### src/rfp_pkg.sv
// Shared types and constants for the response frame parser.
// No dependencies; used by rfp_regs, rfp_parser and the top level.
package rfp_pkg;

	// Operation codes on the request side
	typedef enum logic [1:0] {
		OP_NEW_NUMBER = 2'd0,
		OP_BYTE       = 2'd1,
		OP_TIMEOUT    = 2'd2,
		OP_UNUSED     = 2'd3
	} rfp_op_t;

	// Result status codes
	typedef enum logic [2:0] {
		ST_HEADER    = 3'd0,
		ST_DATA      = 3'd1,
		ST_COMPLETE  = 3'd2,
		ST_TIMEOUT   = 3'd3,
		ST_FRAME_ERR = 3'd4,
		ST_LEN_ERR   = 3'd5,
		ST_NUMBER    = 3'd6
	} rfp_status_t;

	// Position within the frame
	typedef enum logic [3:0] {
		POS_START   = 4'd0,
		POS_SYNC1   = 4'd1,
		POS_SYNC2   = 4'd2,
		POS_NUMBER  = 4'd3,
		POS_TAG0    = 4'd4,
		POS_TAG1    = 4'd5,
		POS_TAG2    = 4'd6,
		POS_VER_MAJ = 4'd7,
		POS_VER_MIN = 4'd8,
		POS_END     = 4'd9,
		POS_LEN_HI  = 4'd10,
		POS_LEN_LO  = 4'd11,
		POS_CMD     = 4'd12,
		POS_DATA    = 4'd13,
		POS_RSVD0   = 4'd14,
		POS_RSVD1   = 4'd15
	} rfp_pos_t;

	// Fixed frame bytes
	localparam logic [7:0] BYTE_START = 8'hAC;
	localparam logic [7:0] BYTE_SYNC1 = 8'h46;
	localparam logic [7:0] BYTE_SYNC2 = 8'h72;
	localparam logic [7:0] BYTE_TAG0  = 8'h41;
	localparam logic [7:0] BYTE_TAG1  = 8'h6E;
	localparam logic [7:0] BYTE_TAG2  = 8'h4A;
	localparam logic [7:0] BYTE_END   = 8'hDC;
	localparam logic [7:0] NUM_WILD   = 8'hAC;

	localparam int unsigned LEN_W = 15;
	localparam logic [LEN_W-1:0] LEN_SAT = '1;

	// Register map indexes
	localparam logic [1:0] REG_VER_MAJ = 2'd0;
	localparam logic [1:0] REG_VER_MIN = 2'd1;
	localparam logic [1:0] REG_MAX_LEN = 2'd2;

	typedef struct packed {
		logic [7:0]       ver_major;
		logic [7:0]       ver_minor;
		logic [LEN_W-1:0] max_len;
	} rfp_cfg_t;

	typedef struct packed {
		rfp_status_t      status;
		logic [7:0]       data_byte;
		logic [7:0]       command;
		logic [LEN_W-1:0] length;
		logic [7:0]       packet_number;
		logic             last;
	} rfp_res_t;

endpackage

### src/rfp_regs.sv
// Configuration registers behind the APB-style port.
// Depends on rfp_pkg for the register indexes and the config struct.
module rfp_regs (
	input  logic              clk,
	input  logic              arst_n,
	input  logic              psel,
	input  logic              penable,
	input  logic              pwrite,
	input  logic [3:0]        paddr,
	input  logic [31:0]       pwdata,
	output logic [31:0]       prdata,
	output logic              pready,
	output rfp_pkg::rfp_cfg_t cfg
);

	logic [7:0]                    ver_major_q;
	logic [7:0]                    ver_minor_q;
	logic [rfp_pkg::LEN_W-1:0]     max_len_q;
	logic                          wr_en;

	assign pready = 1'b1;
	assign wr_en  = psel && penable && pwrite && pready;

	always_ff @(posedge clk or negedge arst_n) begin
		if (!arst_n) begin
			ver_major_q <= 8'd1;
			ver_minor_q <= 8'd0;
			max_len_q   <= 15'd1024;
		end else if (wr_en) begin
			unique case (paddr[3:2])
				rfp_pkg::REG_VER_MAJ: ver_major_q <= pwdata[7:0];
				rfp_pkg::REG_VER_MIN: ver_minor_q <= pwdata[7:0];
				rfp_pkg::REG_MAX_LEN: max_len_q   <= pwdata[rfp_pkg::LEN_W-1:0];
				default: ;
			endcase
		end
	end

	always_comb begin
		unique case (paddr[3:2])
			rfp_pkg::REG_VER_MAJ: prdata = {24'd0, ver_major_q};
			rfp_pkg::REG_VER_MIN: prdata = {24'd0, ver_minor_q};
			rfp_pkg::REG_MAX_LEN: prdata = {17'd0, max_len_q};
			default:              prdata = 32'd0;
		endcase
	end

	assign cfg.ver_major = ver_major_q;
	assign cfg.ver_minor = ver_minor_q;
	assign cfg.max_len   = max_len_q;

endmodule

### src/rfp_parser.sv
// Frame state registers and the combinational step logic for one request.
// Depends on rfp_pkg for codes, frame bytes and the result struct.
module rfp_parser (
	input  logic              clk,
	input  logic              arst_n,
	input  logic              fire,
	input  rfp_pkg::rfp_op_t  op,
	input  logic [7:0]        byte_in,
	input  rfp_pkg::rfp_cfg_t cfg,
	output logic              res_valid,
	output rfp_pkg::rfp_res_t res
);

	rfp_pkg::rfp_pos_t         pos_q, pos_n;
	logic [7:0]                len_hi_q, len_hi_n;
	logic [rfp_pkg::LEN_W-1:0] len_q, len_n;
	logic [rfp_pkg::LEN_W-1:0] left_q, left_n, left_dec;
	logic [7:0]                cmd_q, cmd_n;
	logic [7:0]                num_q, num_n, num_inc;
	logic [15:0]               full_len;
	logic                      check, ok;

	always_ff @(posedge clk or negedge arst_n) begin
		if (!arst_n) begin
			pos_q    <= rfp_pkg::POS_START;
			len_hi_q <= '0;
			len_q    <= '0;
			left_q   <= '0;
			cmd_q    <= '0;
			num_q    <= '0;
		end else if (fire) begin
			pos_q    <= pos_n;
			len_hi_q <= len_hi_n;
			len_q    <= len_n;
			left_q   <= left_n;
			cmd_q    <= cmd_n;
			num_q    <= num_n;
		end
	end

	always_comb begin
		pos_n    = pos_q;
		len_hi_n = len_hi_q;
		len_n    = len_q;
		left_n   = left_q;
		cmd_n    = cmd_q;
		num_n    = num_q;
		check    = 1'b0;
		ok       = 1'b1;
		res_valid       = 1'b1;
		res.status      = rfp_pkg::ST_HEADER;
		res.data_byte   = 8'd0;
		res.last        = 1'b0;
		full_len        = {len_hi_q, byte_in};
		left_dec        = (left_q == '0) ? left_q : left_q - 1'b1;
		// skip zero and the wildcard number
		num_inc         = num_q + 8'd1;
		if (num_inc == 8'd0 || num_inc == rfp_pkg::NUM_WILD)
			num_inc = num_inc + 8'd1;

		unique case (op)
			rfp_pkg::OP_NEW_NUMBER: begin
				num_n      = num_inc;
				pos_n      = rfp_pkg::POS_START;
				res.status = rfp_pkg::ST_NUMBER;
			end
			rfp_pkg::OP_TIMEOUT: begin
				pos_n      = rfp_pkg::POS_START;
				res.status = rfp_pkg::ST_TIMEOUT;
				res.last   = 1'b1;
			end
			rfp_pkg::OP_UNUSED: begin
				res_valid = 1'b0;
			end
			rfp_pkg::OP_BYTE: begin
				unique case (pos_q)
					rfp_pkg::POS_START: begin
						check = 1'b1;
						ok    = (byte_in == rfp_pkg::BYTE_START);
						if (ok) begin
							len_n  = '0;
							cmd_n  = '0;
							left_n = '0;
						end
					end
					rfp_pkg::POS_SYNC1: begin
						check = 1'b1;
						ok    = (byte_in == rfp_pkg::BYTE_SYNC1);
					end
					rfp_pkg::POS_SYNC2: begin
						check = 1'b1;
						ok    = (byte_in == rfp_pkg::BYTE_SYNC2);
					end
					rfp_pkg::POS_NUMBER: begin
						check = 1'b1;
						ok    = (byte_in == num_q) || (byte_in == rfp_pkg::NUM_WILD);
					end
					rfp_pkg::POS_TAG0: begin
						check = 1'b1;
						ok    = (byte_in == rfp_pkg::BYTE_TAG0);
					end
					rfp_pkg::POS_TAG1: begin
						check = 1'b1;
						ok    = (byte_in == rfp_pkg::BYTE_TAG1);
					end
					rfp_pkg::POS_TAG2: begin
						check = 1'b1;
						ok    = (byte_in == rfp_pkg::BYTE_TAG2);
					end
					rfp_pkg::POS_VER_MAJ: begin
						check = 1'b1;
						ok    = (byte_in == cfg.ver_major);
					end
					rfp_pkg::POS_VER_MIN: begin
						check = 1'b1;
						ok    = (byte_in == cfg.ver_minor);
					end
					rfp_pkg::POS_END: begin
						check = 1'b1;
						ok    = (byte_in == rfp_pkg::BYTE_END);
					end
					rfp_pkg::POS_LEN_HI: begin
						check    = 1'b1;
						len_hi_n = byte_in;
					end
					rfp_pkg::POS_LEN_LO: begin
						// saturate for reporting; oversized lengths never reach the data phase
						len_n = full_len[15] ? rfp_pkg::LEN_SAT : full_len[rfp_pkg::LEN_W-1:0];
						if (full_len > {1'b0, cfg.max_len}) begin
							pos_n      = rfp_pkg::POS_START;
							res.status = rfp_pkg::ST_LEN_ERR;
							res.last   = 1'b1;
						end else begin
							pos_n = rfp_pkg::POS_CMD;
						end
					end
					rfp_pkg::POS_CMD: begin
						cmd_n  = byte_in;
						left_n = len_q;
						if (len_q == '0) begin
							pos_n      = rfp_pkg::POS_START;
							res.status = rfp_pkg::ST_COMPLETE;
							res.last   = 1'b1;
						end else begin
							pos_n = rfp_pkg::POS_DATA;
						end
					end
					default: begin
						// data phase
						left_n        = left_dec;
						res.data_byte = byte_in;
						if (left_dec == '0) begin
							pos_n      = rfp_pkg::POS_START;
							res.status = rfp_pkg::ST_COMPLETE;
							res.last   = 1'b1;
						end else begin
							pos_n      = rfp_pkg::POS_DATA;
							res.status = rfp_pkg::ST_DATA;
						end
					end
				endcase
				if (check) begin
					if (ok) begin
						pos_n = rfp_pkg::rfp_pos_t'(4'(pos_q) + 4'd1);
					end else begin
						pos_n      = rfp_pkg::POS_START;
						res.status = rfp_pkg::ST_FRAME_ERR;
						res.last   = 1'b1;
					end
				end
			end
			default: res_valid = 1'b0;
		endcase

		res.command       = cmd_n;
		res.length        = len_n;
		res.packet_number = num_n;
	end

endmodule

### src/response_frame_parser_core.sv
// Response frame parser: one input register, the parser step and the result register.
// Depends on rfp_pkg, rfp_regs and rfp_parser.
//
// Takes one request per clock while the result side does not stall: a new-number,
// received-byte or timeout operation on s_tuser with the byte on s_tdata. Each
// request is held in the input stage, stepped against the frame state by combinational
// logic, and its result lands in the output register; while m_tready holds high the
// sustained throughput is one request per cycle. The input stage also buffers one
// request while a result waits on m_tready. Operation 3 is dropped without a result.
// Configuration registers (major version at 0x0, minor version at 0x4, maximum length
// at 0x8) should be written only while no request is in flight.
module response_frame_parser_core (
	input  logic        clk,
	input  logic        arst_n,
	// request side
	input  logic        s_tvalid,
	output logic        s_tready,
	input  logic [7:0]  s_tdata,   // byte_value[7:0]
	input  logic [1:0]  s_tuser,   // operation[1:0]
	// result side
	output logic        m_tvalid,
	input  logic        m_tready,
	output logic [39:0] m_tdata,   // data_byte[7:0], command[15:8], length[30:16],
	                               // packet_number[38:31], zero[39]
	output logic [2:0]  m_tuser,   // status[2:0]
	output logic        m_tlast,
	// configuration
	input  logic        psel,
	input  logic        penable,
	input  logic        pwrite,
	input  logic [3:0]  paddr,
	input  logic [31:0] pwdata,
	output logic [31:0] prdata,
	output logic        pready
);

	rfp_pkg::rfp_cfg_t cfg;
	rfp_pkg::rfp_res_t res;
	rfp_pkg::rfp_res_t res_q;
	rfp_pkg::rfp_op_t  op_s1;
	logic [7:0]        byte_s1;
	logic              valid_s1;
	logic              out_valid_q;
	logic              advance;
	logic              fire;
	logic              res_valid;

	rfp_regs u_regs (
		.clk     (clk),
		.arst_n  (arst_n),
		.psel    (psel),
		.penable (penable),
		.pwrite  (pwrite),
		.paddr   (paddr),
		.pwdata  (pwdata),
		.prdata  (prdata),
		.pready  (pready),
		.cfg     (cfg)
	);

	// advance the input stage whenever the result register is free or draining
	assign advance  = !out_valid_q || m_tready;
	assign fire     = valid_s1 && advance;
	assign s_tready = !valid_s1 || advance;

	always_ff @(posedge clk or negedge arst_n) begin
		if (!arst_n) begin
			valid_s1 <= 1'b0;
		end else if (s_tready) begin
			valid_s1 <= s_tvalid;
		end
	end

	always_ff @(posedge clk) begin
		if (s_tvalid && s_tready) begin
			op_s1   <= rfp_pkg::rfp_op_t'(s_tuser);
			byte_s1 <= s_tdata;
		end
	end

	rfp_parser u_parser (
		.clk       (clk),
		.arst_n    (arst_n),
		.fire      (fire),
		.op        (op_s1),
		.byte_in   (byte_s1),
		.cfg       (cfg),
		.res_valid (res_valid),
		.res       (res)
	);

	always_ff @(posedge clk or negedge arst_n) begin
		if (!arst_n) begin
			out_valid_q <= 1'b0;
		end else if (advance) begin
			out_valid_q <= fire && res_valid;
		end
	end

	always_ff @(posedge clk) begin
		if (fire && res_valid) begin
			res_q <= res;
		end
	end

	assign m_tvalid = out_valid_q;
	assign m_tdata  = {1'b0, res_q.packet_number, res_q.length, res_q.command,
	                   res_q.data_byte};
	assign m_tuser  = res_q.status;
	assign m_tlast  = res_q.last;

endmodule

### config.mk
export PLATFORM = sky130hd
export DESIGN_NAME = response_frame_parser_core
export DESIGN_NICKNAME = d
export VERILOG_FILES = /design/src/rfp_pkg.sv /design/src/rfp_regs.sv /design/src/rfp_parser.sv /design/src/response_frame_parser_core.sv
export SDC_FILE = /design/constraint.sdc
export NUM_CORES = 1
export LEC_CHECK = 0
export CORE_MARGIN = 2
export CORE_UTILIZATION = 31
export DETAILED_ROUTE_END_ITERATION = 8
export DONT_BUFFER_PORTS = 1
export SLEW_MARGIN = 10
export SYNTH_ARGS = -nofsm -noshare
export SYNTH_HDL_FRONTEND = slang
export SYNTH_SLANG_ARGS = --single-unit
### constraint.sdc
create_clock -name clk -period 2.95 [get_ports clk]
set_input_delay 0.1475 -clock clk [delete_from_list [all_inputs] [get_ports clk]]
set_output_delay 0.1475 -clock clk [all_outputs]
set_load 0.005 [all_outputs]
==> impl_metrics.yaml <==
status:
  status: "finished, final reports clean"
yosys:
  synth_area_um2: 8110
  netlist.top_cell.by_area: "sky130_fd_sc_hd__dfrtp_1"
  yosysSeqAreaShare_pct: 47.7
  postSynth.asyncResetShare_pct: 63.2
  postSynthRegisterBits: 144
  synth_top_area_share_pct: 27.5
  postSynthCellCount: 824
  yosys.cell_types.count: 68
  yosys_most_used_dff: "sky130_fd_sc_hd__dfrtp_1"
  number_of_enable_type_register_cells_in_the_synthesized_netlist: 53
  syn_avg_cell_area_um2: 9.84
  count_of_yosys_warnings_during_synthesis: 0
  synth.top_cells.by_area: "sky130_fd_sc_hd__dfrtp_1, sky130_fd_sc_hd__edfxtp_1, sky130_fd_sc_hd__mux2_2"
hold_path:
  min-delay-start: "paddr[3]"
  min_path_type: "primary input to register"
setup_path:
  criticalPathCategory: "register to register"
  crit_required_ns: 3.24
  cp_data_arrival_time_ns: 3.22
  critical-path-max-stage-delay_ns: 0.51
  crit_path_cell_trace: "inv_2 -> ha_4 -> or4b_4 -> nor4_2 -> a31oi_1 -> or4_1 -> or4_4 -> a211o_1 -> a21oi_2"
  reg2reg_from: "u_parser.left_q[0]"
  worstSetupEndpointType: "register"
  crit_path_top_delay_cell: "sky130_fd_sc_hd__or4b_4"
  crit_fanout: 4
  crit_start: "u_parser.left_q[0]"
  cp-start-kind: "register"
power_and_ir_drop:
  p_leak_nw: 4.14
  ir_drop_mv: 0.380
  power_w: 0.00566
  pwr_density_cell_nw_per_um2: 575
timing:
  worst_pin_slew_ns: 0.942
  maxSlewHeadroom_pct: 37.1
  finalCriticalPeriod_ns: 2.92
  final-setup-viol-count: 0
  max_slew_violation_count: 0
  hold-worst-slack_ns: 0.133
  final_period_util_pct: 99.1
  fmax_ghz: 0.342
  grt_setup_unrepaired: "true"
  worst_clock_skew_ns: 0.0105
  fin_ws_ns: 0.0257
  final-hold-violation-count: 0
placed_design:
  place_worst_setup_slack_ns: -0.0828
  numPortBuffers: 0
  detailed_placement_hpwl_um: 16300
  dpl.cell_count: 1167
  gp_congestion: 0.892
grt:
  largest_net_degree_at_the_start_of_global_routing: 92
  globalRoute.totalOverflow: 0
  globalRouteTotalUtil_pct: 16.6
  grt_pass1_vias: 6221
  initial_antenna_violation_count: 0
  grt_first_pass_wirelength_um: 35700
drt:
  postRouteWirelength_um: 22700
  final_antenna_net_count: 0
  dr.pass1.iters: 5
  initial_drc_count: 625
  routed-via-count: 6391
  remaining_drc_errors: 0
  drt-wirelength-per-cell_um: 18.4
  viasPerCell: 5.17
cts:
  cts_root_buf: "sky130_fd_sc_hd__clkbuf_16"
  cts_tree: "yes"
  clock-sinks: 144
  number_of_cts_inserted_buffers: 17
  cts_max_level: 4
  clk_pin_slew_worst_paths_ns: 0.07
  cts_buffer_depth: 2
  clock_insertion_delay_at_the_later_pin_of_the_skew_report_ns: 0.43
final_layout:
  layout-area-overhead-vs-synth_pct: 21.3
  sequential_cell_area_um2: 3870
  final_layout_size_suffix_gt1_share_pct: 20.0
  num_antenna_cells: 0
  fill_cells: 2594
  mostFrequentLayoutCells: "sky130_fd_sc_hd__nand2_1, sky130_fd_sc_hd__dfrtp_1, sky130_fd_sc_hd__o21ai_0, sky130_fd_sc_hd__buf_4, sky130_fd_sc_hd__nor2_1"
  combined_area_of_the_multi_input_logic_cells_um2: 3900
  layout_commonest_cell: "sky130_fd_sc_hd__nand2_1"
  final_nets: 969
  post_layout_nonfiller_instances: 1237
  final_util_pct: 38.1
floorplan:
  die_w_um: 166
  die_height_um: 166
  floorplan.rows: 59
  initial_core_util_pct: 31.4
  io_pins: 132
  die_area_um2: 27500
  floorplan.core_area_um2: 25800
flow_run:
  timing.max_cap.violations: 0
## cell usage after synthesis, types with 21 or more instances
| cell | instances |
|---|---|
| sky130_fd_sc_hd__a21oi_1 | 33 |
| sky130_fd_sc_hd__clkbuf_1 | 45 |
| sky130_fd_sc_hd__dfrtp_1 | 89 |
| sky130_fd_sc_hd__edfxtp_1 | 53 |
| sky130_fd_sc_hd__nor2_1 | 59 |
| sky130_fd_sc_hd__mux2_2 | 42 |
| sky130_fd_sc_hd__xnor2_1 | 21 |
| sky130_fd_sc_hd__buf_4 | 21 |
| sky130_fd_sc_hd__inv_1 | 30 |
| sky130_fd_sc_hd__ha_1 | 27 |
| sky130_fd_sc_hd__o21ai_0 | 71 |
| sky130_fd_sc_hd__nand2_1 | 90 |
## stage by stage
stage / instance area (um^2) / TNS [ns]
2_1_floorplan: 8180 / 0
3_3_place_gp: 8720 / -0.000699
3_5_place_dp: 8720 / -0.0846
4_1_cts: 9730 / 0
5_1_grt: 9830 / -0.273
6_report: 9830 / 0
## power by group
part           internal, W  switching, W
registers          0.00231      0.000180
clock network      0.00142      0.000896
logic             0.000380      0.000478
## layout make-up
cell class                      count  area share [%]
Clock inverter                     14            1.93
Sequential cell                   144            39.4
Clock buffer                       18            4.36
Timing Repair Buffer              106            9.26
Multi-Input combinational cell    590            39.7
Inverter                           30            1.15
Tap cell                          335            4.26
## routing by layer
layer	up-vias	GRT usage, %	share of wire (%)
met2	190	27.5	49
li1	3045	-	-
met3	30	3.69	5.2
met4	0	5.14	1.8
met5	-	0	0
met1	3126	21.6	44
## kinds of logic after synthesis
family                   Yosys count  synth area share (%)
multiplexers                      54                  7.31
XOR/XNOR                          30                  3.24
AO/OA/AOI/OAI                    181                  13.9
other                              2                0.0926
flip-flops                       144                  47.7
adder cells (fa/ha/maj)           27                  4.17
buffers and inverters            107                  6.36
AND/OR/NAND/NOR                  279                  17.2
## repair_timing
item                                   CTS  global route
endpoints found under the hold margin  134             0
buffers inserted                         1             3
gates resized for setup                  5            16
hold buffers                            34             0
pin swaps                                1             8
setup endpoints to repair                3             7
## worst paths after layout
check / end / slack, ns / cells past startpoint
worst max-delay path: m_tuser[1] / 0.03 / 9
worst min-delay path: u_regs.max_len_q[1] / 0.13 / 3
worst max register to register: m_tuser[1] / 0.03 / 9
worst min register to register: u_parser.cmd_q[2] / 0.48 / 2
max in group asynchronous: u_regs.max_len_q[10] / 2.22 / 2
min in group asynchronous: u_parser.left_q[6] / 0.29 / 2
## sequential cells by signal (all words and copies together) (netlist names)
register and count:
valid_s1 1, byte_s1 8, u_parser.num_q 8, m_tlast 1
u_parser.left_q 15, m_tdata 39, u_parser.len_q 15, u_regs.max_len_q 15
m_tvalid 1, m_tuser 3, u_parser.cmd_q 8, u_regs.ver_minor_q 8
u_parser.pos_q 4, u_parser.len_hi_q 8, u_regs.ver_major_q 8, op_s1 2
## critical path: cells and delay by family (launching register included)
kind	cells	cell delay, ns
buffers and inverters	1	0.10
adders and majority gates	1	0.16
and+or+nand+nor	4	1.65
AOI/OAI and AO/OA	3	0.48
DFF	1	0.41
Power figures use the tool's default switching activity.
